`src/rtl/ubs_ram.sv`:
```
// generic single-port-write ram with registered read
module ubs_ram #(
    parameter int WIDTH = 32,
    parameter int DEPTH = 16
) (
    input  logic                     clk,
    input  logic                     we,
    input  logic [$clog2(DEPTH)-1:0] waddr,
    input  logic [WIDTH-1:0]         wdata,
    input  logic [$clog2(DEPTH)-1:0] raddr,
    output logic [WIDTH-1:0]         rdata
);

    logic [WIDTH-1:0] mem [DEPTH];

    always_ff @(posedge clk)
    begin
        if (we)
        begin
            mem[waddr] <= wdata;
        end
        rdata <= mem[raddr];
    end

endmodule

```
`config.mk`:
```
export PLATFORM = sky130hd
export DESIGN_NAME = ubs_ram
export DESIGN_NICKNAME = d
export VERILOG_FILES = /design/src/rtl/ubs_ram.sv
export SDC_FILE = /design/constraint.sdc
export NUM_CORES = 1
export LEC_CHECK = 0
export BUFFER_PORTS_ARGS = -buffer_cell sky130_fd_sc_hd__buf_2
export CORE_ASPECT_RATIO = 0.9
export CORE_MARGIN = 3
export CORE_UTILIZATION = 35
export DETAILED_ROUTE_END_ITERATION = 12
export GPL_TIMING_DRIVEN = 0
export PLACE_DENSITY_LB_ADDON = 0.2
export SYNTH_ARGS = -nofsm -noshare
export SYNTH_HDL_FRONTEND = slang
export SYNTH_SLANG_ARGS = --single-unit
```
`constraint.sdc`:
```
create_clock -name clk -period 3.2 [get_ports clk]
set_input_delay 0.16 -clock clk [delete_from_list [all_inputs] [get_ports clk]]
set_output_delay 0.16 -clock clk [all_outputs]
set_load 0.005 [all_outputs]
```
==> impl_metrics.tcl <==
set metrics [dict create \
    cp.buffers_inverters 4 \
    async_flop_share_pct 0 \
    first_pass_iters 5 \
    startpoint "waddr[3]" \
    cp_cell_sequence "buf_2, nand3b_1, nor3_2, buf_8, buf_6, buf_6" \
    finalWeightedCongestion 0.671 \
    worst_pin_slew_ps 1020 \
    drv_cap 0 \
    routed_wirelength_um 45200 \
    intPower_mw 12.1 \
    required_ps 3500 \
    cts_tree "yes" \
    met3_usage_pct 3.25 \
    setup_slack_ps 1540 \
    ff_latch_area_um2 16000 \
    synth_ff_type "edfxtp_1" \
    grtUsageMet2_pct 23.1 \
    busiest_layer "met2" \
    cpPeakStageDelay_ps 750 \
    setup_viol 0 \
    synth_top_area_share_pct 77.4 \
    hold_start "waddr[1]" \
    p_seq_share_pct 52.7 \
    power_density_nw_per_um2 636 \
    core_area_um2 55900 \
    hp-class "in2reg" \
    setup.worst_path.end_class "flip-flop" \
    clock_power_share_pct 42.2 \
    period_share_pct 51.9 \
    wl_per_cell_um 24.7 \
    power_leakage_nw 7.64 \
    die_w_um 257 \
    synth.distinct_cells 18 \
    nets 1068 \
    ios 74 \
    grt_overflow 0 \
    area_growth_pct 20.2 \
    synthTopCellsByArea "edfxtp_1 77%, mux4_2 15%, dfxtp_1 3.2%, a22oi_1 2.4%, nand2_1 0.62%" \
    dp_hpwl_um 27700 \
    crit_path_max_fanout 9 \
    max_slew_margin_pct 31.8 \
    max_freq_ghz 0.602 \
    clockBufferDepth 3 \
    clock_sinks 544 \
    ant_nets 0 \
    grt_pass1_wl_um 66100 \
    reg2reg_from "mem[3][6]" \
    synthesis.instances 838 \
    clkTransAtPathRegs_ps 60 \
    via_count 9116 \
    drtIter0Drc 751 \
    synth_seq_area_share_pct 80.7 \
    pre_cts_slack_ps 885 \
    start_kind "primary input" \
    drive_gt1_share_pct 31.7 \
    crit_family "simple AND/OR/NAND/NOR gates" \
    utilization_pct 42.7 \
    drc 0 \
    rsz0062_at_grt "false" \
    rows 82 \
    htree_levels 2 \
    power_frac_comb_pct 5.1 \
    track_usage_pct 15.3 \
    synth.net_count 880 \
    ys_ff_latch 544 \
    first_global_vias 9578 \
    finalCriticalPeriod_ps 1660 \
    syn_area_um2 19900 \
    cts_made_buffers 57 \
    peakVddDrop_v 0.000435 \
    path_class "in2reg" \
    initial_core_util_pct 35.5 \
    outcome "completed" \
    io_buffers 71 \
    die-area_um2 59600 \
    synth_warnings 0 \
    yosysMostFrequentCell "edfxtp_1" \
    antenna_found_initial 1 \
    yosysTopAreaCell "edfxtp_1" \
    grtUsageMet1_pct 22.9 \
    swShare_pct 20.6 \
    hold_viol 0 \
    synth.avg_cell_area_um2 23.7 \
    cp_slowest_cell "nor3_2" \
    drv_slew 0 \
    skew_ps 19.0 \
    cpMostUsedCell "buf_6" \
    grt_max_degree 22 \
    fp.dieH_um 232 \
    synth_edf_count 512 \
    multiInputGateArea_um2 3730 \
    nFillCells 4875 \
    insertion_delay_ps 600 \
    p_switching_mw 3.12 \
    synth_common_cells "512 x edfxtp_1, 128 x mux4_2, 64 x a22oi_1" \
    critPathArrivalTime_ps 1960 \
    cts-root-buf "clkbuf_16" \
    viasPerCell 4.98 \
]
## power by group through the flow
stage               Combinational, mW  Clock [mW]  Sequential [mW]
floorplan                       0.383           0             8.16
global placement                0.718           0             8.16
detailed placement              0.760           0             8.15
CTS                             0.793        6.56             8.00
global route                    0.839        6.85             8.01
finish                          0.770        6.40             8.00
## routing by layer
metal / wire length (µm) / vias to the layer above / part of all wire [%]
met5: 0 / - / 0
met4: 788 / 0 / 1.7
met3: 2630 / 59 / 5.8
met2: 20500 / 228 / 45
met1: 21200 / 4865 / 47
li1: - / 3964 / -
## registers in the layout (all words and copies together) (netlist names)
register	count
rdata	32
mem	512
## path summary, 6_finish.rpt
path	endpoint	slack [ps]	cells after the start
worst min register to register	rdata[23]	680	3
worst max register to register	rdata[6]	1750	3
worst min-delay path	mem[8][17]	60	2
worst max-delay path	mem[4][1]	1540	6
## metrics by stage
stage	area, µm²	TNS (ps)	power [mW]	hold WS, ps	cells
finish	23900	0	15.2	58.5	1831
detailed placement	21700	0	8.91	535	1691
global placement	21200	-681840	8.87	538	1665
global route	23900	0	15.7	53.6	1830
CTS	23900	0	15.4	21.5	1830
floorplan	19900	0	8.54	259	838
## cells in the final DEF (no fill, tap or decap), drive strengths merged, types with 2 or more instances in the layout
cell type	Yosys	layout
edfxtp	512	512
nor2	13	13
nor3	4	4
clkbuf	17	111
bufinv	0	2
nand3b	2	2
a22oi	64	64
mux4	128	128
clkinv	0	10
dlygate4sd3	0	32
nand2b	2	2
nand2	33	33
dfxtp	32	32
nor2b	2	2
buf	26	123
## worst register-to-register path, stage by stage, from the launching register on
cell	delay (ps)
edfxtp_1	360
mux4_2	490
a22oi_1	350
nand2_1	120
## area by class of cell
class	count	share of cell area [%]
clock inverter	13	0.535
tap	756	3.97
antenna	1	0.0105
sequential	544	67.1
clock buffer	94	7.11
multi-input combinational	251	15.6
timing repair buffer	129	4.66
buffer	43	0.934
## cell families after synthesis
family / Yosys count / share of synthesized area (%)
AND/OR/NAND/NOR: 59 / 1.27
AO/OA/AOI/OAI: 64 / 2.42
flip-flops: 544 / 80.7
multiplexers: 128 / 14.5
buffers and inverters: 43 / 1.12
## timing repair
action,4_1_cts,5_1_grt
hold buffers,32,0
setup buffers,0,0
gates resized for setup,0,0
hold endpoints to repair,512,0
(Power assumes the default switching activity.)
