### config.mk
export PLATFORM = sky130hd
export DESIGN_NAME = ubs_mac
export DESIGN_NICKNAME = d
export VERILOG_FILES = /design/src/rtl/ubs_pkg.sv /design/src/rtl/ubs_mac.sv
export SDC_FILE = /design/constraint.sdc
export NUM_CORES = 2
export LEC_CHECK = 0
export BUFFER_PORTS_ARGS = -buffer_cell sky130_fd_sc_hd__buf_4
export CAP_MARGIN = 40
export CELL_PAD_IN_SITES_DETAIL_PLACEMENT = 1
export CELL_PAD_IN_SITES_GLOBAL_PLACEMENT = 1
export CORE_MARGIN = 2
export CORE_UTILIZATION = 50
export DETAILED_ROUTE_END_ITERATION = 16
export HOLD_SLACK_MARGIN = 0.12
export PLACE_DENSITY = 0.8
export REMOVE_ABC_BUFFERS = 1
export SYNTH_ARGS = -nofsm -noshare
export SYNTH_HDL_FRONTEND = slang
export SYNTH_SLANG_ARGS = --single-unit
### constraint.sdc
create_clock -name clk -period 11.7 [get_ports clk]
set_input_delay 0.585 -clock clk [delete_from_list [all_inputs] [get_ports clk]]
set_output_delay 0.585 -clock clk [all_outputs]
set_load 0.03 [all_outputs]
### src/rtl/ubs_pkg.sv
// shared types, request codes and saturation helper for the back-substitution solver
package ubs_pkg;

    localparam int WORD_W  = 32;
    localparam int ACC_W   = 64;
    localparam int SIZE_W  = 5;
    localparam int IDX_W   = 4;
    localparam int TYPE_W  = 2;

    localparam logic [SIZE_W-1:0] SIZE_RESET = 5'd16;

    localparam logic [TYPE_W-1:0] REQ_LOAD_COEF = 2'd0;
    localparam logic [TYPE_W-1:0] REQ_LOAD_RHS  = 2'd1;
    localparam logic [TYPE_W-1:0] REQ_SOLVE     = 2'd2;

    // +-(2^63-1) in 65-bit arithmetic
    localparam logic signed [ACC_W:0] POS_LIM65 = {2'b00, {(ACC_W-1){1'b1}}};
    localparam logic signed [ACC_W:0] NEG_LIM65 = -POS_LIM65;

    typedef logic [SIZE_W-1:0] size_t;

    typedef struct packed {
        logic [TYPE_W-1:0]        req_type;
        logic [IDX_W-1:0]         row_index;
        logic [IDX_W-1:0]         col_index;
        logic signed [WORD_W-1:0] load_value;
    } req_t;

    typedef struct packed {
        logic [IDX_W-1:0]         solution_index;
        logic signed [WORD_W-1:0] solution_value;
        logic                     zero_pivot;
        logic                     last_result;
    } res_t;

    // clamp a 65-bit sum into the symmetric 64-bit range
    function automatic logic signed [ACC_W-1:0] sat_sum(input logic signed [ACC_W:0] s);
        logic signed [ACC_W-1:0] r;
        if (s > POS_LIM65)
        begin
            r = POS_LIM65[ACC_W-1:0];
        end
        else if (s < NEG_LIM65)
        begin
            r = NEG_LIM65[ACC_W-1:0];
        end
        else
        begin
            r = s[ACC_W-1:0];
        end
        return r;
    endfunction

endpackage

### src/rtl/ubs_mac.sv
// registered product and saturating accumulator
module ubs_mac import ubs_pkg::*; (
    input  logic                     clk,
    input  logic                     rst_n,
    input  logic                     clear,
    input  logic                     op_valid,
    input  logic signed [WORD_W-1:0] op_a,
    input  logic signed [WORD_W-1:0] op_b,
    output logic signed [ACC_W-1:0]  acc,
    output logic                     busy
);

    logic signed [ACC_W-1:0] prod_reg;
    logic                    prod_v_reg;
    logic signed [ACC_W-1:0] acc_reg;
    logic signed [ACC_W-1:0] acc_next;

    always_comb
    begin
        acc_next = acc_reg;
        if (clear)
        begin
            acc_next = '0;
        end
        else if (prod_v_reg)
        begin
            acc_next = sat_sum((ACC_W+1)'(acc_reg) + (ACC_W+1)'(prod_reg));
        end
    end

    always_ff @(posedge clk)
    begin
        prod_reg <= ACC_W'(op_a) * ACC_W'(op_b);
    end

    always_ff @(posedge clk or negedge rst_n)
    begin
        if (!rst_n)
        begin
            prod_v_reg <= 1'b0;
            acc_reg    <= '0;
        end
        else
        begin
            prod_v_reg <= op_valid & ~clear;
            acc_reg    <= acc_next;
        end
    end

    assign acc  = acc_reg;
    assign busy = prod_v_reg;

endmodule

==> impl_metrics.toml <==
[run_status]
status = "completed"

[floorplan]
die_h_um = 302.1
fp.dieW_um = 302.1
die-area_um2 = 91280
coreArea_um2 = 88240
initial_utilization = 0.5037
num_rows = 109
io_pins = 133

[global_routing]
grt_max_degree = 72
antenna_found_initial = 0
grt_pass1_vias = 39570
grt_overflow = 0
grt_pass1_wl_mm = 216.5
grt.total_usage = 0.3060

[critical_path]
path_class = "in -> reg"
path_common_cell = "fa_1"
crit_required_ps = 12010
critPathCaptureType = "flip-flop"
rrSetupSlack_ps = 5650
path_max_fanout = 19
cp-start-kind = "input pin"
cp_slowest_cell = "clkinv_1"
critPathTopFamily = "adder cells"
crit_cells = 25
timing.critical_path.buf_inv = 4
r2r_cells = 13
slowest_delay_ps = 710
arrival_ps = 9820

[run]
maxCapViolCount = 0

[clocking]
cts_tree = "yes"
clockBufferDepth = 2
htreeDepth = 4
post_cts_buffers = 0
cts_sinks = 129
clkSlewWorstSetupHoldPaths_ps = 70
worstSkewPairLatency_ps = 440
root_buffer = "clkbuf_16"
cts_resized = 0
cts_made_buffers = 17

[final_layout]
diodes = 0
layout_common_cells = "fa_1 (1083), inv_1 (1041), nand2_1 (586)"
multi_input_area_um2 = 36660
n_fill_cell = 10160
drive_gt1_frac = 0.04510
area_growth_pct = 4.862
seq_area_um2 = 2909
layout_commonest_cell = "fa_1"
fin_nets = 6175

[placement]
routabilityCongestion = 0.9261
dpl.hpwl_mm = 111.8
portBuffers = 132

[hold_path]
hp-class = "in -> reg"
hold_depth = 2

[sta]
clock_skew_ps = 18.29
rsz0062_at_grt = "false"
hold_viol_final = 0
drv_slew = 0
slew_headroom = 0.3815
max_freq_mhz = 105.2
finalSetupTns_ps = 0
fin_crit_sh = 0.8124
post-route-min-period_ps = 9505
setup_viol = 0
worst_slew_pin_slew_ps = 927.7

[detailed_routing]
detail-route-antenna-nets = 0
vias_per_cell = 5.626
dr.pass1.iters = 5
drt-initial-drc-count = 1666
vias = 33500
routed_wl_mm = 133.5
wl_per_cell_um = 22.43
drc = 0

[synth]
synth_cells = 4860
synth_seq_cells = 129
synth_ff_type = "dfrtp_1"
syn_avg_cell_area_um2 = 9.144
synthArstFlopShare = 0.5039
seq_area_frac_synth = 0.06543
synth_cell_type_count = 87
synth_warnings = 0
syn-cell-area_um2 = 44440
synth_edf_count = 0
==> cells in the mapped netlist (7+ instances only) <==
library cell	count	area share
o21bai_1	21	0.0035
fa_1	1083	0.49
inv_1	1041	0.088
dfrtp_1	65	0.037
o22ai_1	34	0.0048
nand2b_1	25	0.0035
a211o_1	7	0.0014
nand3_1	26	0.0029
o31ai_1	12	0.0020
and2_1	510	0.072
xnor2_1	75	0.015
nand2_1	586	0.049
nor2b_1	14	0.0020
nand4_1	33	0.0046
nor2_2	11	0.0015
o21a_1	19	0.0032
dfxtp_1	64	0.029
and4_1	7	0.0014
a31oi_1	17	0.0024
nor4_1	12	0.0017
and3_1	10	0.0014
o21ai_0	74	0.0083
xor2_1	42	0.0083
a21oi_1	145	0.016
ha_1	248	0.070
nor3_1	35	0.0039
nor2_1	168	0.014
clkbuf_1	234	0.020
a21o_1	66	0.011
a211oi_1	36	0.0061
o21ai_1	9	0.0010
or3_1	13	0.0018
==> what timing repair did <==
item,4_1_cts,5_1_grt
setup endpoints to repair,0,0
endpoints found under the hold margin,21,0
hold buffers,1,0
==> worst register-to-register path: cells and delay by family (launching register included) <==
family	cells	cell delay [ps]
buf+inv	1	480
xor+xnor	1	300
flops	1	410
fa+ha+maj	1	480
simple gates	5	2270
compound gates	5	1940
==> kinds of logic after synthesis <==
logic type | count (synthesis) | share of synthesized area
AOI/OAI and AO/OA | 512 | 0.07709
xor gates and xnor gates | 117 | 0.02306
adders and majority gates | 1331 | 0.5577
buffers and inverters | 1288 | 0.1099
DFF | 129 | 0.06543
muxes | 6 | 0.001380
and+or+nand+nor | 1477 | 0.1655
==> per-layer routing <==
metal,up-vias,share of wire,global-route usage
met3,275,0.042,0.03002
met5,-,0,0
li1,14420,-,-
met1,17920,0.39,0.3763
met4,0,0.032,0.09135
met2,880,0.54,0.5669
==> worst paths after layout <==
check | endpoint | from
worst max register to register | acc[27] | acc[7]
worst min-delay path | busy | op_valid
worst max-delay path | prod_reg[63] | op_b[31]
worst min register to register | acc[32] | acc[32]
min in group asynchronous | acc[56] | rst_n
max in group asynchronous | acc[25] | rst_n
==> metrics by stage <==
step                        util  area (um^2)  cells  setup slack (ps)  hold WS [ps]
after floorplan                -        43470   4614              3877         289.4
after global placement    0.5210        45970   5917              2129         558.4
after detailed placement  0.5219        46050   5921              1853         521.8
after CTS                 0.5281        46600   5954              2268         376.6
after global routing      0.5281        46600   5954              1797         388.3
final                     0.5281        46600   5954              2195         380.6
==> cell type report <==
class | count | share of cell area
tap | 1165 | 0.03128
clock inverter | 12 | 0.001879
timing repair buffer | 143 | 0.02403
multi-input combinational | 3443 | 0.7867
clock buffer | 20 | 0.009800
sequential | 129 | 0.06242
inverter | 1042 | 0.08393
Power is left out: the tool's default activity adds up to more than one toggle a clock period on the data nets, which glitch-free logic cannot reach.
