$ cat config.mk
export PLATFORM = sky130hd
export DESIGN_NAME = ubs_div
export DESIGN_NICKNAME = d
export VERILOG_FILES = /design/src/rtl/ubs_pkg.sv /design/src/rtl/ubs_div.sv
export SDC_FILE = /design/constraint.sdc
export NUM_CORES = 1
export LEC_CHECK = 0
export BUFFER_PORTS_ARGS = -buffer_cell sky130_fd_sc_hd__buf_4
export CAP_MARGIN = 20
export CORE_MARGIN = 3
export CORE_UTILIZATION = 30
export DETAILED_ROUTE_END_ITERATION = 7
export HOLD_SLACK_MARGIN = 0.06
export SETUP_SLACK_MARGIN = 0.05
export SLEW_MARGIN = 20
export SYNTH_ARGS = -nofsm -noshare
export SYNTH_HDL_FRONTEND = slang
export SYNTH_SLANG_ARGS = --single-unit
$ cat constraint.sdc
create_clock -name clk -period 3.9 [get_ports clk]
set_input_delay 0.195 -clock clk [delete_from_list [all_inputs] [get_ports clk]]
set_output_delay 0.195 -clock clk [all_outputs]
set_load 0.01 [all_outputs]
$ cat src/rtl/ubs_pkg.sv
// shared types, request codes and saturation helper for the back-substitution solver
package ubs_pkg;

    localparam int WORD_W  = 32;
    localparam int ACC_W   = 64;
    localparam int SIZE_W  = 5;
    localparam int IDX_W   = 4;
    localparam int TYPE_W  = 2;

    localparam logic [SIZE_W-1:0] SIZE_RESET = 5'd16;

    localparam logic [TYPE_W-1:0] REQ_LOAD_COEF = 2'd0;
    localparam logic [TYPE_W-1:0] REQ_LOAD_RHS  = 2'd1;
    localparam logic [TYPE_W-1:0] REQ_SOLVE     = 2'd2;

    // +-(2^63-1) in 65-bit arithmetic
    localparam logic signed [ACC_W:0] POS_LIM65 = {2'b00, {(ACC_W-1){1'b1}}};
    localparam logic signed [ACC_W:0] NEG_LIM65 = -POS_LIM65;

    typedef logic [SIZE_W-1:0] size_t;

    typedef struct packed {
        logic [TYPE_W-1:0]        req_type;
        logic [IDX_W-1:0]         row_index;
        logic [IDX_W-1:0]         col_index;
        logic signed [WORD_W-1:0] load_value;
    } req_t;

    typedef struct packed {
        logic [IDX_W-1:0]         solution_index;
        logic signed [WORD_W-1:0] solution_value;
        logic                     zero_pivot;
        logic                     last_result;
    } res_t;

    // clamp a 65-bit sum into the symmetric 64-bit range
    function automatic logic signed [ACC_W-1:0] sat_sum(input logic signed [ACC_W:0] s);
        logic signed [ACC_W-1:0] r;
        if (s > POS_LIM65)
        begin
            r = POS_LIM65[ACC_W-1:0];
        end
        else if (s < NEG_LIM65)
        begin
            r = NEG_LIM65[ACC_W-1:0];
        end
        else
        begin
            r = s[ACC_W-1:0];
        end
        return r;
    endfunction

endpackage

$ cat src/rtl/ubs_div.sv
// radix-2 restoring divider, 64 by 32 signed, quotient saturated to 32 bits
module ubs_div import ubs_pkg::*; (
    input  logic                     clk,
    input  logic                     rst_n,
    input  logic                     start,
    input  logic signed [ACC_W-1:0]  num,
    input  logic signed [WORD_W-1:0] den,
    output logic                     done,
    output logic signed [WORD_W-1:0] quo
);

    localparam logic [1:0] D_IDLE = 2'd0;
    localparam logic [1:0] D_CHK  = 2'd1;
    localparam logic [1:0] D_RUN  = 2'd2;
    localparam logic [1:0] D_FIN  = 2'd3;

    localparam logic [WORD_W-1:0] HALF = {1'b1, {(WORD_W-1){1'b0}}};

    logic [1:0]                state_reg;
    logic [1:0]                state_next;
    logic [4:0]                cnt_reg;
    logic [4:0]                cnt_next;
    logic                      neg_reg;
    logic                      ovf_reg;
    logic [ACC_W-1:0]          mag_reg;
    logic [WORD_W-1:0]         den_reg;
    logic [WORD_W-1:0]         rem_reg;
    logic [WORD_W-1:0]         rem_next;
    logic [WORD_W-1:0]         low_reg;
    logic [WORD_W-1:0]         low_next;
    logic [WORD_W:0]           trial;
    logic [WORD_W:0]           diff;

    assign trial = {rem_reg, low_reg[WORD_W-1]};
    assign diff  = trial - {1'b0, den_reg};

    always_comb
    begin
        state_next = state_reg;
        cnt_next   = cnt_reg;
        rem_next   = rem_reg;
        low_next   = low_reg;
        unique case (state_reg)
            D_IDLE:
            begin
                if (start)
                begin
                    state_next = D_CHK;
                end
            end
            D_CHK:
            begin
                rem_next   = mag_reg[ACC_W-1:WORD_W];
                low_next   = mag_reg[WORD_W-1:0];
                cnt_next   = '0;
                state_next = (mag_reg[ACC_W-1:WORD_W] >= den_reg) ? D_FIN : D_RUN;
            end
            D_RUN:
            begin
                if (!diff[WORD_W])
                begin
                    rem_next = diff[WORD_W-1:0];
                    low_next = {low_reg[WORD_W-2:0], 1'b1};
                end
                else
                begin
                    rem_next = trial[WORD_W-1:0];
                    low_next = {low_reg[WORD_W-2:0], 1'b0};
                end
                cnt_next = cnt_reg + 5'd1;
                if (cnt_reg == 5'd31)
                begin
                    state_next = D_FIN;
                end
            end
            D_FIN:
            begin
                state_next = D_IDLE;
            end
            default:
            begin
                state_next = D_IDLE;
            end
        endcase
    end

    always_ff @(posedge clk)
    begin
        if (state_reg == D_IDLE && start)
        begin
            neg_reg <= num[ACC_W-1] ^ den[WORD_W-1];
            mag_reg <= num[ACC_W-1] ? ACC_W'(-num) : ACC_W'(num);
            den_reg <= den[WORD_W-1] ? WORD_W'(-den) : WORD_W'(den);
        end
        if (state_reg == D_CHK)
        begin
            ovf_reg <= mag_reg[ACC_W-1:WORD_W] >= den_reg;
        end
        rem_reg <= rem_next;
        low_reg <= low_next;
    end

    always_ff @(posedge clk or negedge rst_n)
    begin
        if (!rst_n)
        begin
            state_reg <= D_IDLE;
            cnt_reg   <= '0;
        end
        else
        begin
            state_reg <= state_next;
            cnt_reg   <= cnt_next;
        end
    end

    always_comb
    begin
        if (neg_reg)
        begin
            quo = (ovf_reg || low_reg > HALF) ? signed'(HALF) : signed'(-low_reg);
        end
        else
        begin
            quo = (ovf_reg || low_reg[WORD_W-1]) ? signed'(~HALF) : signed'(low_reg);
        end
    end

    assign done = (state_reg == D_FIN);

endmodule
==> impl_results.md <==
* Setup Total Neg Slack at -0.0428 ns
* Max Buffers Root-to-Sink at 2
* Final hold violation count at 0
* Wire length on met1 at 15800 um
* Top Layer Used: met4
* Max-Cap Viols at 0
* Critical Path AT at approximately 3.8 ns
* Num rows at between 70 and 80
* Post-DRT Antenna Nets at 0
* Initial core utilization at 0.305
* First-pass GRT wire length at a little over 50000 um
* Clock power frac at 0.153
* Count of non-filler cells in the finished layout at about 1.9k
* CTS root buf: clkbuf_16
* DP Wirelength at 24700 um
* Via density at between 5 and 6
* Met3 Routed Length at 1560 um
* Switching Fraction at 0.412
* CTS tree: built
* Sequential Power Share at 0.312
* Final worst path period need at about 3.9 ns
* LEAKAGE at 0.00578 uW
* First DRT Iteration DRCs at 588
* Vias at slightly below 10k
* Total GRT Usage at 0.151
* Die Wd at a little over 200 um
* Asr flop ratio synth at 0.0414
* Height of the die at about 200 um
* Crit-path max FO at 3
* Number of global-route vias before repair at slightly above 9k
* Antenna Cells at 0
* Cell count after synthesis at 1163
* # clock sinks at between 150 and 200
* Synth Area per Inst at roughly 10 um2
* Routed length on met2 at around 15000 um
* Total routed wirelength at ~33000 um
* CP Launch Type: register
* Internal power at roughly 6500 uW
* Initial antenna violation count at 1
* Routability congestion estimate at a little under 0.9
* Yosys warning count at 0
* CP Capture Type: output pin
* Slew @ Worst Pin at 0.956 ns
* Cts bufs inserted at 17
* Nets at 1536
* Worst-path clk slew at around 0.07 ns
* Peak Freq at around 0.25 GHz
* Final slew viol count at 0
* # DRC at 0
* Max-Slew Margin vs Limit at 0.361
* Io pins at roughly 130
* Final setup viols at 1
* Placed cell count at around 1.8k
* Clock Latency Late Sink at between 0.4 and 0.5 ns
* Setup Skew at roughly 0.016 ns
* Share of cells above drive strength 1 at 0.220
* Net Switching at between 4000 and 5000 uW
* Area delta synth->final at 26.9%
* Hold path depth at 2
* Worst R2R Path Depth at 14
* Max H-tree Level at 4
* Distinct cells, synth at 70
* Ys flop type: edfxtp_1
* Register bit count reported by yosys at 169
* Gate power share at 0.536
* DR WL/cell at 17.3 um
* WP data required at 3.70 ns
* Setup WS pre-CTS at ~0.064 ns
* Violated checks: negative setup slack
* Setup ws final at -0.0428 ns
* Register area share after synthesis at 0.427
* Final Cycle Share at 1.01
* Total gr overflow at 0
* Port buffer count at ~130
* Hold WC Path Type: input pin to register
* Pwr dens at between 700 and 800 mW/mm2
* Type of the worst setup path: register to output pin
* Post-Syn Nets at about 1.3k
* Largest net degree at the start of global routing at just under 100
* Maximum VDD drop at ~0.35 mV
* Core area at 0.0387 mm2
* Pre-antenna DRT Iters at 5
* RSZ-0062 raised after global routing: yes
* Die area at between 0.04 and 0.05 mm2
* Layout Utilization at 0.387
* Post-Syn Area at around 0.012 mm2
* Number of flip-flops in the largest register at 64
* Number of synthesized flops with an enable pin at 162
* Outcome: complete, but fails checks
## worst paths after layout
kind	endpoint	slack [ns]	startpoint
max	quo[31]	-0.04	low_reg[12]
min	mag_reg[61]	0.07	num[61]
max reg2reg	rem_reg[3]	0.24	low_reg[31]
min reg2reg	low_reg[1]	0.54	mag_reg[1]
max in group asynchronous	state_reg[0]	3.66	rst_n
min in group asynchronous	state_reg[1]	0.11	rst_n
## synthesized netlist by cell type (all sizes together) (19+ instances only)
master	instances	area [um2]
clkbuf	38	143
nor3	23	136
inv	61	229
ha	74	926
mux2i	22	220
o21ai	97	485
a21o	25	188
mux2	32	360
o31ai	25	188
edfxtp	162	4860
or4	19	150
or3	32	215
nand2	87	337
nor2	70	263
a21oi	81	409
xnor2	104	911
## what timing repair did
| item | CTS | global route |
|---|---|---|
| endpoints found under the setup margin | 33 | 63 |
| cloned | 0 | 4 |
| hold buffers | 40 | 0 |
| gates resized for setup | 13 | 50 |
| endpoints found under the hold margin | 46 | 0 |
| pin swaps | 3 | 11 |
| setup buffers | 7 | 19 |
## cell usage in the layout (no fill, tap or decap), types with 17 or more instances in the layout
cell type	synthesis	final
dlygate4sd3_1	0	40
buf_4	0	168
o21ai_0	92	85
or3_1	29	27
xnor2_1	104	102
clkbuf_16	0	19
edfxtp_1	162	162
nand2_1	85	85
a21o_1	25	25
mux2_2	32	32
o31ai_1	25	25
a21oi_1	80	79
ha_1	74	71
nor3_1	20	17
mux2i_1	22	21
nor2_1	70	69
inv_1	60	59
## power groups by stage
stage | clock network, uW | logic, uW | registers, uW
detailed placement | 0 | 5230 | 3430
floorplan | 0 | 3710 | 3290
finish | 1680 | 5910 | 3440
CTS | 1720 | 5350 | 3400
global route | 1800 | 6480 | 3510
global placement | 0 | 5150 | 3430
## stage by stage
| step | cell area, um2 | power [uW] | hold slack (ns) |
|---|---|---|---|
| 3_5_place_dp | 13500 | 8660 | 0.0182 |
| 3_3_place_gp | 13500 | 8580 | 0.0151 |
| 6_report | 15000 | 11000 | 0.0705 |
| 4_1_cts | 14600 | 10500 | 0.0600 |
| 5_1_grt | 15000 | 11800 | 0.0659 |
| 2_1_floorplan | 11800 | 7000 | -0.101 |
## per-layer routing
| layer | GRT usage | vias up |
|---|---|---|
| met2 | 0.236 | 263 |
| li1 | - | 4766 |
| met1 | 0.218 | 4747 |
| met4 | 0.0398 | 0 |
| met5 | 0 | - |
| met3 | 0.0247 | 33 |
## cells by family after synthesis
| kind of cell | count (synthesis) | share of synthesized area |
|---|---|---|
| buffers and inverters | 108 | 0.0361 |
| xor gates and xnor gates | 120 | 0.0890 |
| and+or+nand+nor | 312 | 0.141 |
| adders and majority gates | 75 | 0.0801 |
| AOI/OAI and AO/OA | 325 | 0.178 |
| muxes | 54 | 0.0492 |
| DFF | 169 | 0.427 |
## layout make-up
type / count / area [um2]
Multi-Input combinational cell: 886 / 6560
Sequential cell: 169 / 5040
Clock buffer: 17 / 425
Inverter: 61 / 229
Timing Repair Buffer: 227 / 1930
Clock inverter: 14 / 148
Tap cell: 518 / 648
Fill cell: 3834 / 23800
## critical path, stage by stage (launching register included)
cell	delay, ns
edfxtp_1	0.39
or4_4	0.55
or4_4	0.46
nand4bb_4	0.21
or3_4	0.34
or3_4	0.34
or3_4	0.37
nor3_4	0.16
xnor2_2	0.09
a21oi_2	0.22
buf_4	0.17
(Power assumes the default switching activity.)
